===== src/sv/dual_bank_image_selector_defines.svh =====
// Assertion macros for the dual bank image selector.
`ifndef DUAL_BANK_IMAGE_SELECTOR_DEFINES_SVH
`define DUAL_BANK_IMAGE_SELECTOR_DEFINES_SVH

`ifndef SYNTHESIS
`define DBIS_ASSERT(label, prop, msg) \
   label: assert property (@(posedge clock) disable iff (reset) prop) else $error(msg);
`define DBIS_ASSERT_ALWAYS(label, prop, msg) \
   label: assert property (@(posedge clock) prop) else $error(msg);
`else
`define DBIS_ASSERT(label, prop, msg)
`define DBIS_ASSERT_ALWAYS(label, prop, msg)
`endif

`endif


===== src/sv/dbis_pkg.sv =====
`default_nettype none
package dbis_pkg;

   localparam int CSR_INDEX_W = 2;
   localparam int CSR_DATA_W  = 64;

   localparam logic [CSR_INDEX_W-1:0] CSR_EXPECTED_MAGIC  = 2'd0;
   localparam logic [CSR_INDEX_W-1:0] CSR_MAX_IMAGE_BYTES = 2'd1;
   localparam logic [CSR_INDEX_W-1:0] CSR_EXPECTED_SCHEMA = 2'd2;

   localparam logic [1:0] OP_HEADER = 2'd0;
   localparam logic [1:0] OP_DATA   = 2'd1;
   localparam logic [1:0] OP_DECIDE = 2'd2;

   localparam logic [1:0] ACTIVE_A    = 2'd0;
   localparam logic [1:0] ACTIVE_B    = 2'd1;
   localparam logic [1:0] ACTIVE_NONE = 2'd2;

   localparam logic [31:0] CRC_POLY  = 32'hEDB88320;
   localparam logic [31:0] CRC_SEED  = 32'hFFFFFFFF;
   localparam logic [16:0] COUNT_SAT = 17'h1FFFF;
   localparam logic [16:0] MAX_BYTES_RESET = 17'h10000;

   typedef struct packed {
      logic [1:0]  operation;
      logic        bank;
      logic [31:0] magic;
      logic [31:0] valid_flag;
      logic [31:0] size_bytes;
      logic [31:0] crc_value;
      logic [31:0] sequence_req;
      logic [63:0] schema_tag;
      logic [7:0]  data_byte;
   } req_item_type;

   typedef struct packed {
      logic        load_header;
      logic        load_data;
      logic        header_ok;
      logic [31:0] size_bytes;
      logic [31:0] crc_value;
      logic [31:0] seq_num;
      logic [7:0]  data_byte;
   } bank_cmd_type;

   typedef struct packed {
      logic        good;
      logic [31:0] seq_num;
   } bank_status_type;

   // reflected CRC-32, one byte
   function automatic logic [31:0] crc_byte(input logic [31:0] crc_in, input logic [7:0] b);
      logic [31:0] c;
      c = crc_in ^ {24'd0, b};
      for (int k = 0; k < 8; k++) begin
         c = (c >> 1) ^ (c[0] ? CRC_POLY : 32'd0);
      end
      return c;
   endfunction

endpackage
`default_nettype wire


===== src/sv/dbis_req_if.sv =====
`default_nettype none
interface dbis_req_if;
   logic        valid;
   logic        ready;
   logic [1:0]  operation;
   logic        bank;
   logic [31:0] magic;
   logic [31:0] valid_flag;
   logic [31:0] size_bytes;
   logic [31:0] crc_value;
   logic [31:0] sequence_req;
   logic [63:0] schema_tag;
   logic [7:0]  data_byte;

   modport source (
      output valid, operation, bank, magic, valid_flag, size_bytes, crc_value,
             sequence_req, schema_tag, data_byte,
      input  ready
   );
   modport sink (
      input  valid, operation, bank, magic, valid_flag, size_bytes, crc_value,
             sequence_req, schema_tag, data_byte,
      output ready
   );
endinterface
`default_nettype wire


===== src/sv/dbis_rsp_if.sv =====
`default_nettype none
interface dbis_rsp_if;
   logic        valid;
   logic        ready;
   logic [1:0]  active_bank;
   logic [31:0] active_sequence;
   logic        bank_a_good;
   logic        bank_b_good;
   logic        next_target_bank;
   logic [31:0] next_sequence;

   modport source (
      output valid, active_bank, active_sequence, bank_a_good, bank_b_good,
             next_target_bank, next_sequence,
      input  ready
   );
   modport sink (
      input  valid, active_bank, active_sequence, bank_a_good, bank_b_good,
             next_target_bank, next_sequence,
      output ready
   );
endinterface
`default_nettype wire


===== src/sv/dbis_bank.sv =====
`default_nettype none
module dbis_bank (
   input  wire logic                     clock,
   input  wire logic                     reset,
   input  wire dbis_pkg::bank_cmd_type   cmd,
   output dbis_pkg::bank_status_type     status
);
   import dbis_pkg::*;

   logic        header_ok_ff, header_ok_in;
   logic [31:0] size_ff, size_in;
   logic [31:0] crc_ff, crc_in;
   logic [31:0] seq_ff, seq_in;
   logic [31:0] run_crc_ff, run_crc_in;
   logic [16:0] count_ff, count_in;

   always_comb begin
      header_ok_in = header_ok_ff;
      size_in      = size_ff;
      crc_in       = crc_ff;
      seq_in       = seq_ff;
      run_crc_in   = run_crc_ff;
      count_in     = count_ff;
      if (cmd.load_header) begin
         header_ok_in = cmd.header_ok;
         size_in      = cmd.size_bytes;
         crc_in       = cmd.crc_value;
         seq_in       = cmd.seq_num;
         run_crc_in   = CRC_SEED;
         count_in     = '0;
      end else if (cmd.load_data) begin
         run_crc_in = crc_byte(run_crc_ff, cmd.data_byte);
         if (count_ff != COUNT_SAT) begin
            count_in = count_ff + 17'd1;
         end
      end
   end

   always_ff @(posedge clock) begin
      if (reset) begin
         header_ok_ff <= 1'b0;
         size_ff      <= '0;
         crc_ff       <= '0;
         seq_ff       <= '0;
         run_crc_ff   <= CRC_SEED;
         count_ff     <= '0;
      end else begin
         header_ok_ff <= header_ok_in;
         size_ff      <= size_in;
         crc_ff       <= crc_in;
         seq_ff       <= seq_in;
         run_crc_ff   <= run_crc_in;
         count_ff     <= count_in;
      end
   end

   assign status.good = header_ok_ff && (count_ff != COUNT_SAT) &&
                        ({15'd0, count_ff} == size_ff) && (~run_crc_ff == crc_ff);
   assign status.seq_num = seq_ff;

endmodule
`default_nettype wire


===== src/sv/dual_bank_image_selector.sv =====
// Decide path: a decide item is taken into the input register, and its result is registered in the output register.
// Throughput: one item per cycle; header and data items move on even while
// a result waits, a decide item waits for the output register to free up.
// Reset: synchronous, active high; clears both bank states (CRC to all ones)
// and restores config registers to defaults.
`default_nettype none
`include "dual_bank_image_selector_defines.svh"
module dual_bank_image_selector #(
   parameter int MAX_IMAGE_LIMIT = 65536
) (
   input  wire logic                              clock,
   input  wire logic                              reset,
   dbis_req_if.sink                               req_chan,
   dbis_rsp_if.source                             rsp_chan,
   input  wire logic                              csr_write_enable,
   input  wire logic [dbis_pkg::CSR_INDEX_W-1:0]  csr_index,
   input  wire logic [dbis_pkg::CSR_DATA_W-1:0]   csr_write_data
);
   import dbis_pkg::*;

   localparam logic [31:0] LIMIT = 32'(MAX_IMAGE_LIMIT);

   logic [31:0] magic_cfg_ff;
   logic [16:0] max_bytes_cfg_ff;
   logic [63:0] schema_cfg_ff;

   always_ff @(posedge clock) begin
      if (reset) begin
         magic_cfg_ff     <= '0;
         max_bytes_cfg_ff <= MAX_BYTES_RESET;
         schema_cfg_ff    <= '0;
      end else if (csr_write_enable) begin
         unique case (csr_index)
            CSR_EXPECTED_MAGIC:  magic_cfg_ff     <= csr_write_data[31:0];
            CSR_MAX_IMAGE_BYTES: max_bytes_cfg_ff <= csr_write_data[16:0];
            CSR_EXPECTED_SCHEMA: schema_cfg_ff    <= csr_write_data;
            default: ;
         endcase
      end
   end

   // input register
   logic         s1_valid_ff, s1_valid_in;
   req_item_type s1_item_ff;
   logic         out_valid_ff, out_valid_in;
   logic         s1_decide, s1_fire, req_take;

   assign s1_decide = s1_item_ff.operation == OP_DECIDE;
   assign s1_fire   = s1_valid_ff && (!s1_decide || !out_valid_ff || rsp_chan.ready);
   assign req_chan.ready = !s1_valid_ff || s1_fire;
   assign req_take  = req_chan.valid && req_chan.ready;
   assign s1_valid_in = req_take || (s1_valid_ff && !s1_fire);

   always_ff @(posedge clock) begin
      if (reset) begin
         s1_valid_ff <= 1'b0;
      end else begin
         s1_valid_ff <= s1_valid_in;
      end
   end

   always_ff @(posedge clock) begin
      if (req_take) begin
         s1_item_ff.operation    <= req_chan.operation;
         s1_item_ff.bank         <= req_chan.bank;
         s1_item_ff.magic        <= req_chan.magic;
         s1_item_ff.valid_flag   <= req_chan.valid_flag;
         s1_item_ff.size_bytes   <= req_chan.size_bytes;
         s1_item_ff.crc_value    <= req_chan.crc_value;
         s1_item_ff.sequence_req <= req_chan.sequence_req;
         s1_item_ff.schema_tag   <= req_chan.schema_tag;
         s1_item_ff.data_byte    <= req_chan.data_byte;
      end
   end

   // header check
   logic [31:0] max_bytes_ext, size_limit;
   logic        header_ok;

   assign max_bytes_ext = {15'd0, max_bytes_cfg_ff};
   assign size_limit    = (max_bytes_ext > LIMIT) ? LIMIT : max_bytes_ext;
   assign header_ok = (s1_item_ff.magic == magic_cfg_ff) &&
                      (s1_item_ff.valid_flag == 32'd1) &&
                      (s1_item_ff.size_bytes != 32'd0) &&
                      (s1_item_ff.size_bytes <= size_limit) &&
                      (s1_item_ff.schema_tag == schema_cfg_ff);

   bank_cmd_type    cmd_a, cmd_b;
   bank_status_type stat_a, stat_b;
   logic            fire_header, fire_data;

   assign fire_header = s1_fire && (s1_item_ff.operation == OP_HEADER);
   assign fire_data   = s1_fire && (s1_item_ff.operation == OP_DATA);

   always_comb begin
      cmd_a.load_header = fire_header && !s1_item_ff.bank;
      cmd_a.load_data   = fire_data && !s1_item_ff.bank;
      cmd_a.header_ok   = header_ok;
      cmd_a.size_bytes  = s1_item_ff.size_bytes;
      cmd_a.crc_value   = s1_item_ff.crc_value;
      cmd_a.seq_num     = s1_item_ff.sequence_req;
      cmd_a.data_byte   = s1_item_ff.data_byte;
      cmd_b             = cmd_a;
      cmd_b.load_header = fire_header && s1_item_ff.bank;
      cmd_b.load_data   = fire_data && s1_item_ff.bank;
   end

   dbis_bank u_bank_a (.clock(clock), .reset(reset), .cmd(cmd_a), .status(stat_a));
   dbis_bank u_bank_b (.clock(clock), .reset(reset), .cmd(cmd_b), .status(stat_b));

   // selection
   logic [1:0]  act_sel;
   logic [31:0] seq_sel;

   always_comb begin
      if (stat_a.good && stat_b.good) begin
         if (stat_b.seq_num > stat_a.seq_num) begin
            act_sel = ACTIVE_B;
            seq_sel = stat_b.seq_num;
         end else begin
            act_sel = ACTIVE_A;
            seq_sel = stat_a.seq_num;
         end
      end else if (stat_a.good) begin
         act_sel = ACTIVE_A;
         seq_sel = stat_a.seq_num;
      end else if (stat_b.good) begin
         act_sel = ACTIVE_B;
         seq_sel = stat_b.seq_num;
      end else begin
         act_sel = ACTIVE_NONE;
         seq_sel = '0;
      end
   end

   // result register
   logic        fire_decide;
   logic [1:0]  act_ff;
   logic [31:0] seq_ff;
   logic        a_good_ff, b_good_ff, target_ff;
   logic [31:0] next_seq_ff;

   assign fire_decide = s1_fire && s1_decide;

   always_comb begin
      out_valid_in = out_valid_ff;
      if (fire_decide) begin
         out_valid_in = 1'b1;
      end else if (rsp_chan.ready) begin
         out_valid_in = 1'b0;
      end
   end

   always_ff @(posedge clock) begin
      if (reset) begin
         out_valid_ff <= 1'b0;
      end else begin
         out_valid_ff <= out_valid_in;
      end
   end

   always_ff @(posedge clock) begin
      if (fire_decide) begin
         act_ff      <= act_sel;
         seq_ff      <= seq_sel;
         a_good_ff   <= stat_a.good;
         b_good_ff   <= stat_b.good;
         target_ff   <= act_sel == ACTIVE_A;
         next_seq_ff <= seq_sel + 32'd1;
      end
   end

   assign rsp_chan.valid            = out_valid_ff;
   assign rsp_chan.active_bank      = act_ff;
   assign rsp_chan.active_sequence  = seq_ff;
   assign rsp_chan.bank_a_good      = a_good_ff;
   assign rsp_chan.bank_b_good      = b_good_ff;
   assign rsp_chan.next_target_bank = target_ff;
   assign rsp_chan.next_sequence    = next_seq_ff;

   `DBIS_ASSERT(a_result_from_decide, $rose(out_valid_ff) |-> $past(s1_valid_ff && s1_decide), "result without decide")
   `DBIS_ASSERT(a_none_means_no_good, out_valid_ff && (act_ff == ACTIVE_NONE) |-> !a_good_ff && !b_good_ff && (seq_ff == 32'd0), "none chosen with good bank")
   `DBIS_ASSERT(a_chosen_is_good, out_valid_ff && (act_ff == ACTIVE_B) |-> b_good_ff && (!a_good_ff || (target_ff == 1'b0)), "bank B chosen but not good")
   `DBIS_ASSERT(a_decide_waits, s1_valid_ff && s1_decide && out_valid_ff && !rsp_chan.ready |=> s1_valid_ff && $stable(s1_item_ff), "decide item lost under stall")

endmodule
`default_nettype wire


===== src/flat_wrapper.sv =====
// flat-port wrapper written by rule: the top's interface ports become plain ports
module dual_bank_image_selector_flat import dbis_pkg::*;
#(
   parameter int MAX_IMAGE_LIMIT = 65536
)
  (clock, reset, csr_write_enable, csr_index, csr_write_data, req_chan_valid, req_chan_operation, req_chan_bank, req_chan_magic, req_chan_valid_flag, req_chan_size_bytes, req_chan_crc_value, req_chan_sequence_req, req_chan_schema_tag, req_chan_data_byte, req_chan_ready, rsp_chan_valid, rsp_chan_active_bank, rsp_chan_active_sequence, rsp_chan_bank_a_good, rsp_chan_bank_b_good, rsp_chan_next_target_bank, rsp_chan_next_sequence, rsp_chan_ready);
  dbis_req_if req_chan_i ();
  dbis_rsp_if rsp_chan_i ();
  input  wire logic clock;
  input  wire logic reset;
  input  wire logic csr_write_enable;
  input  wire logic [dbis_pkg::CSR_INDEX_W-1:0] csr_index;
  input  wire logic [dbis_pkg::CSR_DATA_W-1:0] csr_write_data;
  input wire logic [$bits(req_chan_i.valid)-1:0] req_chan_valid;
  input wire logic [$bits(req_chan_i.operation)-1:0] req_chan_operation;
  input wire logic [$bits(req_chan_i.bank)-1:0] req_chan_bank;
  input wire logic [$bits(req_chan_i.magic)-1:0] req_chan_magic;
  input wire logic [$bits(req_chan_i.valid_flag)-1:0] req_chan_valid_flag;
  input wire logic [$bits(req_chan_i.size_bytes)-1:0] req_chan_size_bytes;
  input wire logic [$bits(req_chan_i.crc_value)-1:0] req_chan_crc_value;
  input wire logic [$bits(req_chan_i.sequence_req)-1:0] req_chan_sequence_req;
  input wire logic [$bits(req_chan_i.schema_tag)-1:0] req_chan_schema_tag;
  input wire logic [$bits(req_chan_i.data_byte)-1:0] req_chan_data_byte;
  output wire logic [$bits(req_chan_i.ready)-1:0] req_chan_ready;
  output wire logic [$bits(rsp_chan_i.valid)-1:0] rsp_chan_valid;
  output wire logic [$bits(rsp_chan_i.active_bank)-1:0] rsp_chan_active_bank;
  output wire logic [$bits(rsp_chan_i.active_sequence)-1:0] rsp_chan_active_sequence;
  output wire logic [$bits(rsp_chan_i.bank_a_good)-1:0] rsp_chan_bank_a_good;
  output wire logic [$bits(rsp_chan_i.bank_b_good)-1:0] rsp_chan_bank_b_good;
  output wire logic [$bits(rsp_chan_i.next_target_bank)-1:0] rsp_chan_next_target_bank;
  output wire logic [$bits(rsp_chan_i.next_sequence)-1:0] rsp_chan_next_sequence;
  input wire logic [$bits(rsp_chan_i.ready)-1:0] rsp_chan_ready;
  assign req_chan_i.valid = req_chan_valid;
  assign req_chan_i.operation = req_chan_operation;
  assign req_chan_i.bank = req_chan_bank;
  assign req_chan_i.magic = req_chan_magic;
  assign req_chan_i.valid_flag = req_chan_valid_flag;
  assign req_chan_i.size_bytes = req_chan_size_bytes;
  assign req_chan_i.crc_value = req_chan_crc_value;
  assign req_chan_i.sequence_req = req_chan_sequence_req;
  assign req_chan_i.schema_tag = req_chan_schema_tag;
  assign req_chan_i.data_byte = req_chan_data_byte;
  assign req_chan_ready = req_chan_i.ready;
  assign rsp_chan_valid = rsp_chan_i.valid;
  assign rsp_chan_active_bank = rsp_chan_i.active_bank;
  assign rsp_chan_active_sequence = rsp_chan_i.active_sequence;
  assign rsp_chan_bank_a_good = rsp_chan_i.bank_a_good;
  assign rsp_chan_bank_b_good = rsp_chan_i.bank_b_good;
  assign rsp_chan_next_target_bank = rsp_chan_i.next_target_bank;
  assign rsp_chan_next_sequence = rsp_chan_i.next_sequence;
  assign rsp_chan_i.ready = rsp_chan_ready;
  dual_bank_image_selector #(.MAX_IMAGE_LIMIT(MAX_IMAGE_LIMIT)) u_core (.clock(clock), .reset(reset), .req_chan(req_chan_i), .rsp_chan(rsp_chan_i), .csr_write_enable(csr_write_enable), .csr_index(csr_index), .csr_write_data(csr_write_data));
endmodule

===== config.mk =====
export PLATFORM = sky130hd
export DESIGN_NAME = dual_bank_image_selector_flat
export DESIGN_NICKNAME = d
export VERILOG_FILES = /design/src/sv/dbis_pkg.sv /design/src/sv/dbis_req_if.sv /design/src/sv/dbis_rsp_if.sv /design/src/sv/dbis_bank.sv /design/src/sv/dual_bank_image_selector.sv /design/src/flat_wrapper.sv
export VERILOG_INCLUDE_DIRS = /design/src /design/src/sv
export SDC_FILE = /design/constraint.sdc
export NUM_CORES = 1
export LEC_CHECK = 0
export BUFFER_PORTS_ARGS = -buffer_cell sky130_fd_sc_hd__buf_4
export CAP_MARGIN = 15
export CORE_MARGIN = 10
export CORE_UTILIZATION = 25
export CTS_BUF_LIST = sky130_fd_sc_hd__clkbuf_16
export CTS_CLUSTER_DIAMETER = 30
export DETAILED_ROUTE_END_ITERATION = 12
export GPL_TIMING_DRIVEN = 1
export PLACE_DENSITY = 0.41
export SLEW_MARGIN = 15
export SYNTH_ARGS = -nofsm -noshare
export SYNTH_HDL_FRONTEND = slang
export SYNTH_SLANG_ARGS = --single-unit

===== constraint.sdc =====
create_clock -name clock -period 10.55 [get_ports clock]
set_input_delay 3.165 -clock clock [delete_from_list [all_inputs] [get_ports clock]]
set_output_delay 3.165 -clock clock [all_outputs]
set_load 0.05 [all_outputs]

* Word-level counts from Yosys, hierarchy flattened
Cells that the tools add are included.
** Operators by class
- Add/subtract/negate cells :: 3
- Order comparisons :: 3
- Equal/unequal tests :: 13
- Muxes and demuxes :: 27
- Bitwise operators :: 20
- Reductions and logical operators :: 42
** Operator list (number)
- two-way mux 32 bit :: 20
- XOR 31 x 32 -> 32 bit :: 16
- == test 32 bit :: 3
- == test 17 x 32 -> 1 bit :: 2
- == test 64 bit :: 1
- NOT 32 bit :: 2
- XOR 32 x 8 -> 32 bit :: 2
- adder 17 x 1 -> 17 bit (second input constant) :: 2
- != test 17 bit (second input constant) :: 2
- adder 32 x 1 -> 32 bit (second input constant) :: 1
- == test 32 x 1 -> 1 bit (second input constant) :: 1
- greater-than comparator 32 bit :: 1
- <= comparator 32 bit :: 1
- nonzero test 32 bit :: 1
- logical AND 1 bit :: 21
- greater-than comparator 17 bit (second input constant) :: 1
- two-way mux 17 bit :: 1
- AND reduction 2 bit :: 5
- logical NOT 2 bit :: 3
- two-way mux 2 bit :: 3
- logical NOT 1 bit :: 5
- == test 2 x 1 -> 1 bit (second input constant) :: 2
- == test 2 bit (second input constant) :: 2
- logical OR 1 bit :: 4
- 3 further kinds :: 6
** Storage, ports and cells
- Register bits after elaboration :: 711
- Logic and storage cells :: 140

* Depth between registers and ports, before layout
Gate-level depths: netlist of the first run.
- Depth after elaboration :: 17
- Gate-level depth with buffers :: 22

* By module
A second synthesis of the first run with hierarchy kept.
** Second synthesis, totals
- Cells, all modules :: 2696
- Area, all modules :: 30244.0 um^2
** Modules (own cells, without submodules)
- dual_bank_image_selector :: times used 1, cells an instance 1348, area each 16953.8 um^2
- dbis_bank :: times used 2, cells an instance 674, area each 6645.1 um^2

* Worst setup path before layout of the first run
Ideal clock, no wire load.
- Path kind :: input to register
- Start point :: in rsp_chan_ready
- End point :: reg u_core.s1_item_ff (netlist bit u_core.cmd_a[0]) (enable)
- Setup time :: 0.624 ns
- Arrival time :: 8.976 ns
- Required time :: 9.926 ns
- Setup slack :: 0.950 ns
- Cell stages on the path :: 3
- Cell sequence :: nand2b_1 -> or2_2 -> and2_1
** On the way
- Longest elaborated chain between the ends :: 4
** Ends and longest elaborated chain
- start, declared :: RTL line flat_wrapper.sv:32 : input wire logic [$bits(rsp_chan_i.ready)-1:0] rsp_chan_ready;
- logical OR 1 bit :: RTL line dual_bank_image_selector.sv:49 : assign s1_fire = s1_valid_ff && (!s1_decide || !out_valid_ff || rsp_chan.ready);
- logical AND 1 bit :: RTL line dual_bank_image_selector.sv:49
- logical OR 1 bit :: RTL line dual_bank_image_selector.sv:50 : assign req_chan.ready = !s1_valid_ff || s1_fire;
- net req_chan_ready :: RTL line flat_wrapper.sv:24 : output wire logic [$bits(req_chan_i.ready)-1:0] req_chan_ready;
- logical AND 1 bit :: RTL line dual_bank_image_selector.sv:51 : assign req_take = req_chan.valid && req_chan.ready;
- net u_core.req_take :: RTL line dual_bank_image_selector.sv:46 : logic s1_decide, s1_fire, req_take;
- end, declared :: RTL line dual_bank_image_selector.sv:44 : req_item_type s1_item_ff;
The timed path passes the listed nets, and every way through them passes these cells.
A chain may end at the register's enable or synchronous reset.

* Final worst setup path of the first run
- Start point :: in rsp_chan_ready
- End point :: out req_chan_ready
** On the way
- Longest elaborated chain between the ends :: 3
** Ends and longest elaborated chain (RTL line)
- logical OR 1 bit :: dual_bank_image_selector.sv:49
- logical AND 1 bit :: dual_bank_image_selector.sv:49
- logical OR 1 bit :: dual_bank_image_selector.sv:50
- end, declared :: flat_wrapper.sv:24
No other way between the ends.

==> results of run 1 <==
## state kept, by name, summed over array words and instances (netlist names), 32 cells and up
signal	count
u_core.u_bank_b.size_ff	32
u_core.rsp_chan.next_sequence	32
u_core.u_bank_a.seq_ff	32
u_core.cmd_a	104
u_core.schema_cfg_ff	64
u_core.u_bank_a.run_crc_ff	32
u_core.rsp_chan.active_sequence	32
u_core.u_bank_b.crc_ff	32
u_core.s1_item_ff	131
u_core.u_bank_b.seq_ff	32
u_core.u_bank_a.crc_ff	32
u_core.u_bank_a.size_ff	32
u_core.magic_cfg_ff	32
u_core.u_bank_b.run_crc_ff	32
## routing by layer
| metal | part of all wire [%] | wire length [um] | up-vias |
|---|---|---|---|
| li1 | - | - | 10108 |
| met1 | 42 | 42500 | 10309 |
| met2 | 47 | 46700 | 668 |
| met3 | 8.2 | 8260 | 202 |
| met4 | 2.6 | 2580 | 50 |
| met5 | 0.32 | 320 | - |
## through the flow
stage	instance area, um2	cells	hold slack [ps]
CTS	39700	4658	462
detailed placement	33300	4308	454
global placement	33300	4308	435
finish	39800	4662	457
floorplan	28800	2518	417
global route	39700	4658	476
## layout make-up
cell class / count / area, um2 / share of cell area [%]
flip-flops and latches: 711 / 17300 / 43.5
multi-input cells: 1633 / 11000 / 27.5
clock buffers: 194 / 4850 / 12.2
repair buffers: 396 / 2990 / 7.51
well taps: 1512 / 1890 / 4.76
clock inverters: 156 / 1580 / 3.97
inverters: 56 / 210 / 0.529
diodes: 4 / 10.0 / 0.0252
## path summary, 6_finish.rpt
check	end	slack, ps	cells after the start
worst max-delay path	req_chan_ready	3420	4
worst min-delay path	u_core.u_bank_b.header_ok_ff$_SDFFE_PP0P_	460	2
worst max register to register	u_core.rsp_chan.next_sequence[30]$_DFFE_PP_	4990	17
worst min register to register	u_core.u_bank_b.header_ok_ff$_SDFFE_PP0P_	460	2
## worst min-delay path, delay by kind of cell (launching register included)
kind            cells  cell delay (ps)
compound gates      1               60
flops               1              320
simple gates        1               40
## Yosys cell counts (all sizes together), types with 7 or more instances
| master | instances |
|---|---|
| nand3 | 26 |
| xnor2 | 210 |
| inv | 55 |
| ha | 54 |
| nor4 | 55 |
| nor3 | 17 |
| a21o | 7 |
| and3 | 9 |
| nor2b | 12 |
| nand2 | 402 |
| nor2 | 64 |
| a22o | 180 |
| xor2 | 165 |
| o21ai | 57 |
| a21oi | 144 |
| edfxtp | 304 |
| o211ai | 67 |
| buf | 20 |
| clkbuf | 98 |
| dfxtp | 407 |
| nand4 | 58 |
| or3 | 9 |
## power by group
part | internal [mW] | switching, mW | total [mW] | leakage [nW]
Combinational | 0.210 | 0.278 | 0.488 | 5.90
Clock | 3.94 | 1.77 | 5.71 | 3.23
Sequential | 2.97 | 0.0716 | 3.04 | 6.37
Total | 7.12 | 2.12 | 9.24 | 15.5
## cells by family after synthesis
kind of cell,Yosys count,share of synthesized area [%]
DFF,711,59.9
and+or+nand+nor,690,11.2
AOI/OAI and AO/OA,514,12.8
xor gates and xnor gates,375,11.4
buffers and inverters,174,2.30
adders and majority gates,54,2.34
==> results.txt, run 1 <==
outcome -> finished clean
FMAX -> 140 MHz
leading cell type in the layout, fill and taps excluded -> dfxtp_1
met2 Usage GRT -> 24.0%
worst-path cell chain -> buf_4, nand2b_1, or2_2, buf_4
Worst-Margin Slew -> 1350 ps
peak supply drop -> 0.151 mV
most frequent cells in the layout -> dfxtp_1, nand2_1, buf_4
Initial DRC Count -> 1235
CTS tree -> done
IO Count -> 377
Rows -> 124
post-route minimum period -> 7130 ps
fillers -> 11339
routed length per instance -> 21.5 um
CP bufs+invs -> 2
worst rel slew slack -> 10.0%
Nets -> 3345
EDFF count, synth -> 304
clk_skew -> 29.5 ps
area share of the largest cell type after synthesis -> 31.7%
hold path startpoint -> u_core.u_bank_b.header_ok_ff$_SDFFE_PP0P_
crit path DAT -> 3970 ps
setup slack after layout -> 3420 ps
crit path kind -> in -> out
synthesized flop and latch total -> 711
largest cells by area after synthesis -> edfxtp_1, dfxtp_1, xnor2_1
delay of the slowest critical-path stage -> 330 ps
worst skew pair latency -> 780 ps
max-slew violations -> 0
slowest cell on the critical path -> or2_2
DRC Markers -> 0
Routed WL -> 100000 um
CTS Hold Buffers Added -> 0
antenna violations before repair -> 29
input/output buffers -> 376
core area -> 0.114 mm2
Max-cap violations -> 0
syn_nets -> 2878
post-cts resize count -> 0
synthesized instance count -> 2518
RSZ-0062 raised after global routing -> false
crit path capture type -> output port
FFs w/ async S/R, synth -> 0%
crit-path leading delay family -> simple AND/OR/NAND/NOR gates
synthesized area per cell -> 11.4 um2
routability congestion estimate -> 0.816
fin util -> 34.8%
share of cells above drive strength 1 -> 23.3%
clock root buffer -> clkbuf_16
FF-to-FF Start -> u_core.u_bank_a.count_ff[9]$_SDFFE_PP0P_
largest net degree at the start of global routing -> 146
TritonRoute pass-1 iters -> 6
Initial Utilization -> 25.2%
global-route wire length before repair -> 147000 um
period utilization -> 67.6%
final setup vio count -> 0
vias in the first global route -> 22508
Leak -> 15.5 nW
antenna-violating nets left -> 0
YS warnings -> 0
clock sinks -> 711
Die H -> 360 um
register area share after synthesis -> 59.9%
H-Tree Depth -> 4
total gr overflow -> 0
Global Route met3 Usage -> 6.15%
Pwr Density -> 232 mW/mm2
gr usage total -> 15.0%
Critical Path RT -> 7390 ps
Vias -> 21337
TNS Setup -> 0 ps
Detailed Place HPWL -> 72200 um
Worst Setup SP -> rsp_chan_ready
crit-path max FO -> 3
Final Power -> 9.24 mW
HP Class -> reg -> reg
clk slew on worst S/H paths -> 40 ps
Hold Fails Final Rpt -> 0
Num CTS Buffers -> 187
Distinct cells, synth -> 73
busiest grt layer -> met2
Post-CTS Setup Repair Bufs -> 0
Die Area -> 0.129 mm2
Cell Area, Synth -> 0.0288 mm2
vias per inst -> 4.58
met1 GRT Util -> 18.0%
Area growth syn-to-layout -> 37.9%
Longest Clk Path Bufs -> 3
Place WS -> 3420 ps
Die Span X -> 360 um
post-synth top area cell -> edfxtp_1
CP dominant cell by count -> buf_4
Post-synth top flop -> dfxtp_1
CP Launch Type -> input port
No activity file was read; power rests on OpenSTA's default activity.
==> run 2, diff against run 1 <==
- ABC_AREA: default -> 1
- PLACE_DENSITY: 0.41 -> 0.42
- clock period: 10.55 -> 6.2 ns (I/O delays scaled with it)
==> run 2 against run 1 <==
- final cell count rose by 25%
- synthesized area is 7.7% higher
- final area is 6.7% higher
- via count grew 18%
- sequential share of layout area fell by 2.7 points
- die area rose by 7.2%
- highest routed layer unchanged
==> results.txt, run 2 <==
most common cell in the netlist -> nand2_1
largest net degree at the start of global routing -> 117
Biggest register -> u_core.s1_item_ff
Worst Setup SP -> rsp_chan_ready
Initial Utilization -> 25.1%
HP Class -> reg -> reg
Final Power -> 16.1 mW
Hold Fails Final Rpt -> 0
synthesized instance count -> 3504
Nets -> 4353
Detailed Place HPWL -> 80700 um
hold path startpoint -> u_core.u_bank_a.size_ff[26]$_SDFFE_PP0P_
Pwr Density -> 379 mW/mm2
clk_skew -> 38.2 ps
core area -> 0.123 mm2
Longest Clk Path Bufs -> 3
Post-synth top cells -> nand2_1, inv_1, dfxtp_1, edfxtp_1, nor2_1
routed length per instance -> 18.9 um
TNS Setup -> 0 ps
post-route minimum period -> 4630 ps
vias in the first global route -> 25646
crit-path max FO -> 2
FFs w/ async S/R, synth -> 0%
delay of the slowest critical-path stage -> 230 ps
Die H -> 372 um
Cell Area, Synth -> 0.0310 mm2
syn_nets -> 3864
Leak -> 17.8 nW
RSZ-0062 raised after global routing -> false
post-cts resize count -> 0
slowest cell on the critical path -> nor2_1
Routed WL -> 110000 um
antenna violations before repair -> 27
worst-path cell chain -> buf_4, nor2_1, inv_1, nor2_1, inv_1, buf_4
antenna-violating nets left -> 0
Post-CTS Setup Repair Bufs -> 0
Critical Path RT -> 4340 ps
EDFF count, synth -> 304
total gr overflow -> 0
clk slew on worst S/H paths -> 40 ps
share of cells above drive strength 1 -> 19.3%
synthesized area per cell -> 8.86 um2
FF-to-FF Start -> u_core.u_bank_a.count_ff[1]$_SDFFE_PP0P_
CP Launch Type -> input port
Die Area -> 0.139 mm2
TritonRoute pass-1 iters -> 6
area share of the largest cell type after synthesis -> 29.4%
worst rel slew slack -> 29.3%
outcome -> finished clean
Max-cap violations -> 0
global-route wire length before repair -> 162000 um
crit path DAT -> 2770 ps
Vias -> 25179
routability congestion estimate -> 0.818
most frequent cells in the layout -> nand2_1, inv_1, dfxtp_1
crit-path leading delay family -> buffers and inverters
IO Count -> 377
CTS tree -> done
register area share after synthesis -> 55.7%
H-Tree Depth -> 4
synthesized flop and latch total -> 711
Worst-Margin Slew -> 1060 ps
max FFs per register -> 131
FMAX -> 216 MHz
YS warnings -> 0
post-synth top area cell -> edfxtp_1
leading cell type in the layout, fill and taps excluded -> nand2_1
largest cells by area after synthesis -> edfxtp_1, dfxtp_1, nand2_1
worst skew pair latency -> 780 ps
Num CTS Buffers -> 197
input/output buffers -> 376
vias per inst -> 4.34
period utilization -> 74.7%
max-slew violations -> 0
Die Span X -> 372 um
Area growth syn-to-layout -> 36.8%
crit path capture type -> output port
DRC Markers -> 0
clock sinks -> 711
Post-synth top flop -> dfxtp_1
clock root buffer -> clkbuf_16
final setup vio count -> 0
Rows -> 129
crit path kind -> in -> out
fin util -> 34.4%
CP bufs+invs -> 4
Distinct cells, synth -> 46
CTS Hold Buffers Added -> 0
Initial DRC Count -> 1490
reg-to-reg setup timing slack -> 1630 ps
gr usage total -> 15.6%
peak supply drop -> 0.282 mV
run 2: cell type report:
type | count | area [um2]
fill | 12813 | 81000
sequential | 711 | 17300
multi-input combinational | 2177 | 11500
clock buffer | 203 | 5080
timing repair buffer | 401 | 3050
tap | 1637 | 2050
inverter | 505 | 1900
clock inverter | 171 | 1620
antenna | 2 | 5.00
run 2: report_power, final:
| group | total [mW] | internal (mW) | switching (mW) |
|---|---|---|---|
| Sequential | 5.17 | 5.07 | 0.102 |
| Clock | 10.0 | 6.88 | 3.13 |
| Combinational | 0.914 | 0.352 | 0.562 |
run 2: worst register-to-register path, stage by stage (launching register included):
cell,delay [ps]
dfxtp_1,330
ha_1,200
inv_1,50
nor3_1,40
nand3_1,90
nor4_1,60
ha_1,200
nand3b_1,150
nor2_1,90
nand2_1,60
nor2_1,110
nand2_1,60
nor2_1,110
nand2_2,340
inv_2,580
nand2_2,290
o21ai_0,130
o21ai_1,130
inv_1,150
ha_1,190
nand3_1,90
nor2_1,180
nand3_2,220
nor2_2,270
nand3_1,110
nand2_1,70
inv_1,30
run 2: through the flow:
| stage | worst slack, ps | std cells | cell area, um2 | hold WS, ps |
|---|---|---|---|---|
| detailed placement | 1570 | 5431 | 35700 | 445 |
| global route | 1050 | 5805 | 42400 | 474 |
| finish | 1570 | 5807 | 42400 | 452 |
| CTS | 1570 | 5805 | 42400 | 456 |
| global placement | 1540 | 5431 | 35700 | 439 |
| floorplan | 296 | 3504 | 31000 | 429 |
run 2: routing by layer:
metal | wire length (um) | up-vias | GRT usage [%]
met3 | 9180 | 218 | 5.97
met5 | 350 | - | 0
met1 | 48600 | 11585 | 19.5
met4 | 2420 | 48 | 4.70
met2 | 49500 | 730 | 24.6
li1 | - | 12598 | -
run 2: cells by family after synthesis:
family | after synthesis | synth area share (%)
compound gates | 659 | 11.6
fa+ha+maj | 54 | 2.18
flops | 711 | 55.7
xor+xnor | 212 | 5.98
buf+inv | 616 | 7.58
simple gates | 1252 | 17.0
run 2: final timing paths:
check                                                endpoint  cells after the start
setup / recovery                               req_chan_ready                      6
hold reg to reg      u_core.u_bank_a.size_ff[26]$_SDFFE_PP0P_                      2
setup reg to reg  u_core.rsp_chan.next_sequence[28]$_DFFE_PP_                     26
hold / removal       u_core.u_bank_a.size_ff[26]$_SDFFE_PP0P_                      2
